--- config.mk ---
export PLATFORM = sky130hd
export DESIGN_NAME = djs_ram
export DESIGN_NICKNAME = d
export VERILOG_FILES = /design/src/design/djs_ram.sv
export SDC_FILE = /design/constraint.sdc
export NUM_CORES = 1
export LEC_CHECK = 0
export CAP_MARGIN = 15
export CORE_ASPECT_RATIO = 1.2
export CORE_UTILIZATION = 67
export DETAILED_ROUTE_END_ITERATION = 10
export DONT_BUFFER_PORTS = 1
export PLACE_DENSITY = 0.83
export RECOVER_POWER = 25
export SLEW_MARGIN = 20
export SYNTH_ARGS = -nofsm -noshare
export SYNTH_HDL_FRONTEND = slang
export SYNTH_SLANG_ARGS = --single-unit
--- constraint.sdc ---
create_clock -name clk_i -period 3 [get_ports clk_i]
set_input_delay 0.15 -clock clk_i [delete_from_list [all_inputs] [get_ports clk_i]]
set_output_delay 0.15 -clock clk_i [all_outputs]
set_load 0.02 [all_outputs]
--- src/design/djs_ram.sv ---
// ---------------------------------------------------------------------------
// djs_ram: generic single-port-write, single-read RAM
// One write and one registered read per cycle.
// ---------------------------------------------------------------------------
`default_nettype none

module djs_ram #(
  parameter int Width = 8,
  parameter int Depth = 16
) (
  input  wire logic                     clk_i,
  input  wire logic                     we_i,
  input  wire logic [$clog2(Depth)-1:0] waddr_i,
  input  wire logic [Width-1:0]         wdata_i,
  input  wire logic [$clog2(Depth)-1:0] raddr_i,
  output logic      [Width-1:0]         rdata_o
);

  logic [Width-1:0] mem_q [Depth];

  always_ff @(posedge clk_i) begin
    if (we_i) begin
      mem_q[waddr_i] <= wdata_i;
    end
    rdata_o <= mem_q[raddr_i];
  end

endmodule

`default_nettype wire

**Word level (Yosys, flattened, before mapping)**

Memories as Yosys holds them, arrays and structs flattened. A register that Yosys moved wholly into a read port is not among the register bits.
Index checks and enable logic that the tools add are counted.
Widths: inputs -> output; s select.

- Multiplexer cells: 2

Operators by type and width:

| cell | number |
|---|---|
| $mux 1 | 2 |

- Memories kept: 1
- Register bits: 0
- Output and inout bits: 8
- Memory bits (writable): 128
- Word-level logic and storage cells: 3

Memory list:

| memory | words | width | read ports | clocked after Yosys merged registers in | write ports | line | text |
|---|---|---|---|---|---|---|---|
| mem_q | 16 | 8 | 1 | 1 | 1 | 19 | `logic [Width-1:0] mem_q [Depth];` |

**Longest topological paths before layout**

- Depth in word-level cells: 2
- Mapped depth: 5

**Worst setup path before layout**

No wires, ideal clock.

- Kind: input-to-reg
- Start: in waddr_i[2]
- End: mem mem_q[0][0] (enable)
- Arrival: 1.260 ns
- Data required time: 2.617 ns
- Cell stages on the path: 2
- Library setup time: 0.383 ns
- Slack: 1.357 ns
- Path through: or3b_2 -> nor3_1

RTL lines:

| element | line | text |
|---|---|---|
| start: declaration | 13 | `input wire logic [$clog2(Depth)-1:0] waddr_i,` |
| end: declaration | 19 |  |

No word-level cell before the write port.

==> results by group <==
Setup path
  • Cells on worst reg2reg path: 4
  • Critical path class: input port to register
  • Critical Path End Type: register
  • Crit-path max FO: 21
  • CP required: 3400 ps
  • Crit path DAT: 2580 ps
  • Type of origin of the critical path: input port

Cells and area
  • N_diodes: 0
  • P&R area growth vs syn: 16.2%
  • Final #Nets: 275
  • Layout cells sized above 1: 18.5%
  • Core Util, Final: 81.3%
  • Fill cells: 325

Placement
  • RD Place Congestion: 0.761
  • # port buffers: 0
  • Post-DP HPWL: 5670 um

STA
  • Period minus WS final: 2180 ps
  • Final hold vios: 0
  • Setup TNS: 0 ps
  • Max Fclk: 459 MHz
  • Final Max Slew Viols: 0
  • # setup viols final: 0
  • Clock Skew: 4.80 ps
  • Slew margin rel.: 30.2%
  • Worst Tran Pin Value: 1040 ps
  • Period utilization: 72.6%
  • RSZ-0062 raised after global routing: no

CTS
  • Post-CTS Hold Buffers: 15
  • Num CTS Buffers: 17
  • TritonCTS clock tree: built
  • Post-CTS sizing: 0
  • Later-pin clock latency in the skew report: 510 ps
  • H-tree lvl count: 4
  • CTS Sinks: 136
  • Clock-pin slew on the worst setup and hold paths: 60 ps
  • Root buf cell: clkbuf_8
  • Post-CTS Setup Bufs: 0
  • CTS Buffer Depth: 2

Power
  • Pwr Density: 761 nW/um2
  • VDD IR max: 0.801 mV
  • Leakage: 0.00197 uW

Drt
  • Routed vias: 2,570
  • First drt pass iteration count: 8
  • DRT antenna net count: 0
  • Drt via density: 7.14
  • DRT Wirelength: 11,000 um
  • DRT iter0 DRCs: 299
  • Remaining DRCs: 0
  • Wire per inst: 30.6 um

Synthesis
  • Netlist cell types: 19
  • Sequential element share of the synthesized area: 77.8%
  • Post-synthesis mux area share: 15.0%
  • Synth Area in Compound Gates: 2.33%
  • Synth Instances: 229
  • Xor-xnor portion of the synthesized cell area: 0%
  • Simple-gate share of the synthesized area: 3.18%
  • Post-Synth Adder-Cell Area: 0%
  • Largest family of logic cells by synthesized area: multiplexers
  • Synthesized area: 5150 um2
  • Mapped Nets: 247
  • Mean Syn Cell Area: 22.5 um2
  • Yosys warning count: 0
  • Yosys reg bits: 136

Global route
  • Total global routing overflow: 0
  • Initial antenna violation count: 0
  • Vias in the first global route: 2,695
  • First-pass GRT wire length: 16,500 um
  • Pin count of the biggest net entering global routing: 27
  • Gr usage total: 31.5%

Status
  • Status: completed

Die
  • # rows: 34
  • Die Y: 98.0 um
  • Die Wd: 82.0 um
  • DIE AREA: 8040 um2
  • Initial Utilization: 69.9%
  • I/O pin total: 26
  • Core footprint: 7360 um2

Job
  • Max Cap Violations: 0

Min path
  • HP Class: input port to register
  • Hold path depth: 3
==> cell type report <==
type | instances | area, um2 | area share (%)
well taps | 90 | 113 | 1.88
clock inverters | 14 | 223 | 3.72
clock buffers | 18 | 418 | 6.98
repair buffers | 19 | 169 | 2.82
flip-flops and latches | 136 | 4000 | 66.9
multi-input cells | 83 | 1060 | 17.7
==> critical path, cell delays in order <==
cell,delay (ps)
dlygate4sd3_1,1230
mux4_2,410
dlygate4sd3_1,570
a22oi_1,140
nand2_1,70
==> final timing paths <==
path | from | slack (ps) | to
setup reg to reg | mem_q[15][3] | 1290 | rdata_o[3]
hold reg to reg | mem_q[15][7] | 680 | rdata_o[7]
setup / recovery | raddr_i[1] | 820 | rdata_o[3]
hold / removal | raddr_i[1] | 10 | rdata_o[2]
==> cells in the mapped netlist <==
cell / count / area, um2
nand3b_1: 2 / 15.0
or3b_2: 1 / 8.76
nor2_1: 13 / 48.8
mux4_1: 14 / 368
nor3_1: 4 / 20.0
buf_4: 1 / 7.51
and2_1: 1 / 6.26
nand2b_1: 2 / 12.5
nand3_1: 1 / 5.00
and2b_1: 1 / 7.51
buf_2: 3 / 15.0
mux4_2: 18 / 405
nand2_1: 9 / 33.8
nor2b_1: 1 / 6.26
buf_6: 3 / 33.8
a22oi_1: 16 / 120
edfxtp_1: 128 / 3840
dfxtp_1: 8 / 160
clkdlybuf4s25_2: 3 / 30.0
==> routing by layer <==
layer	share of wire [%]	track usage, %	routed length (um)
met5	0	0	0
met4	3.5	13.0	385
met3	11	9.07	1190
met2	49	47.0	5430
met1	36	44.6	4000
==> state kept, by name, summed over array words and instances, names as in the netlist <==
register,flops
mem_q,128
rdata_o,8
==> metrics by stage <==
| stage | instances | hold WS [ps] | area, um2 | power [uW] | worst slack, ps |
|---|---|---|---|---|---|
| 3_3_place_gp | 313 | 250 | 5200 | 2300 | 1390 |
| 2_1_floorplan | 229 | 249 | 5150 | 2300 | 1360 |
| 3_5_place_dp | 313 | 249 | 5200 | 2310 | 1290 |
| 5_1_grt | 360 | 9.71 | 5980 | 4660 | 734 |
| 4_1_cts | 360 | 1.52 | 5990 | 4550 | 848 |
| 6_report | 360 | 14.0 | 5980 | 4560 | 822 |
==> report_power, final <==
group          switching [uW]  internal (uW)
combinational            91.2           73.5
sequential               31.1           2130
clock                     792           1440
total                     914           3640
==> cells in the final DEF, fill, tap and decap left out, types with 2 or more instances in the layout <==
cell type | synthesis | final
inv_6 | 0 | 2
mux4_2 | 18 | 18
nand2_1 | 9 | 9
clkbuf_1 | 0 | 4
edfxtp_1 | 128 | 128
nor3_1 | 4 | 4
nor2_1 | 13 | 13
clkinv_4 | 0 | 5
dfxtp_1 | 8 | 8
a22oi_1 | 16 | 16
clkbuf_16 | 0 | 16
bufinv_16 | 0 | 5
dlygate4sd3_1 | 0 | 15
nand3b_1 | 2 | 2
nand2b_1 | 2 | 2
mux4_1 | 14 | 14
==> cell families (layout without fill, tap and decap cells) <==
group                  Yosys count  count (layout)
buffers and inverters           10              51
muxes                           32              32
DFF                            136             136
and+or+nand+nor                 35              35
AOI/OAI and AO/OA               16              16
No activity file was read; power rests on OpenSTA's default activity.
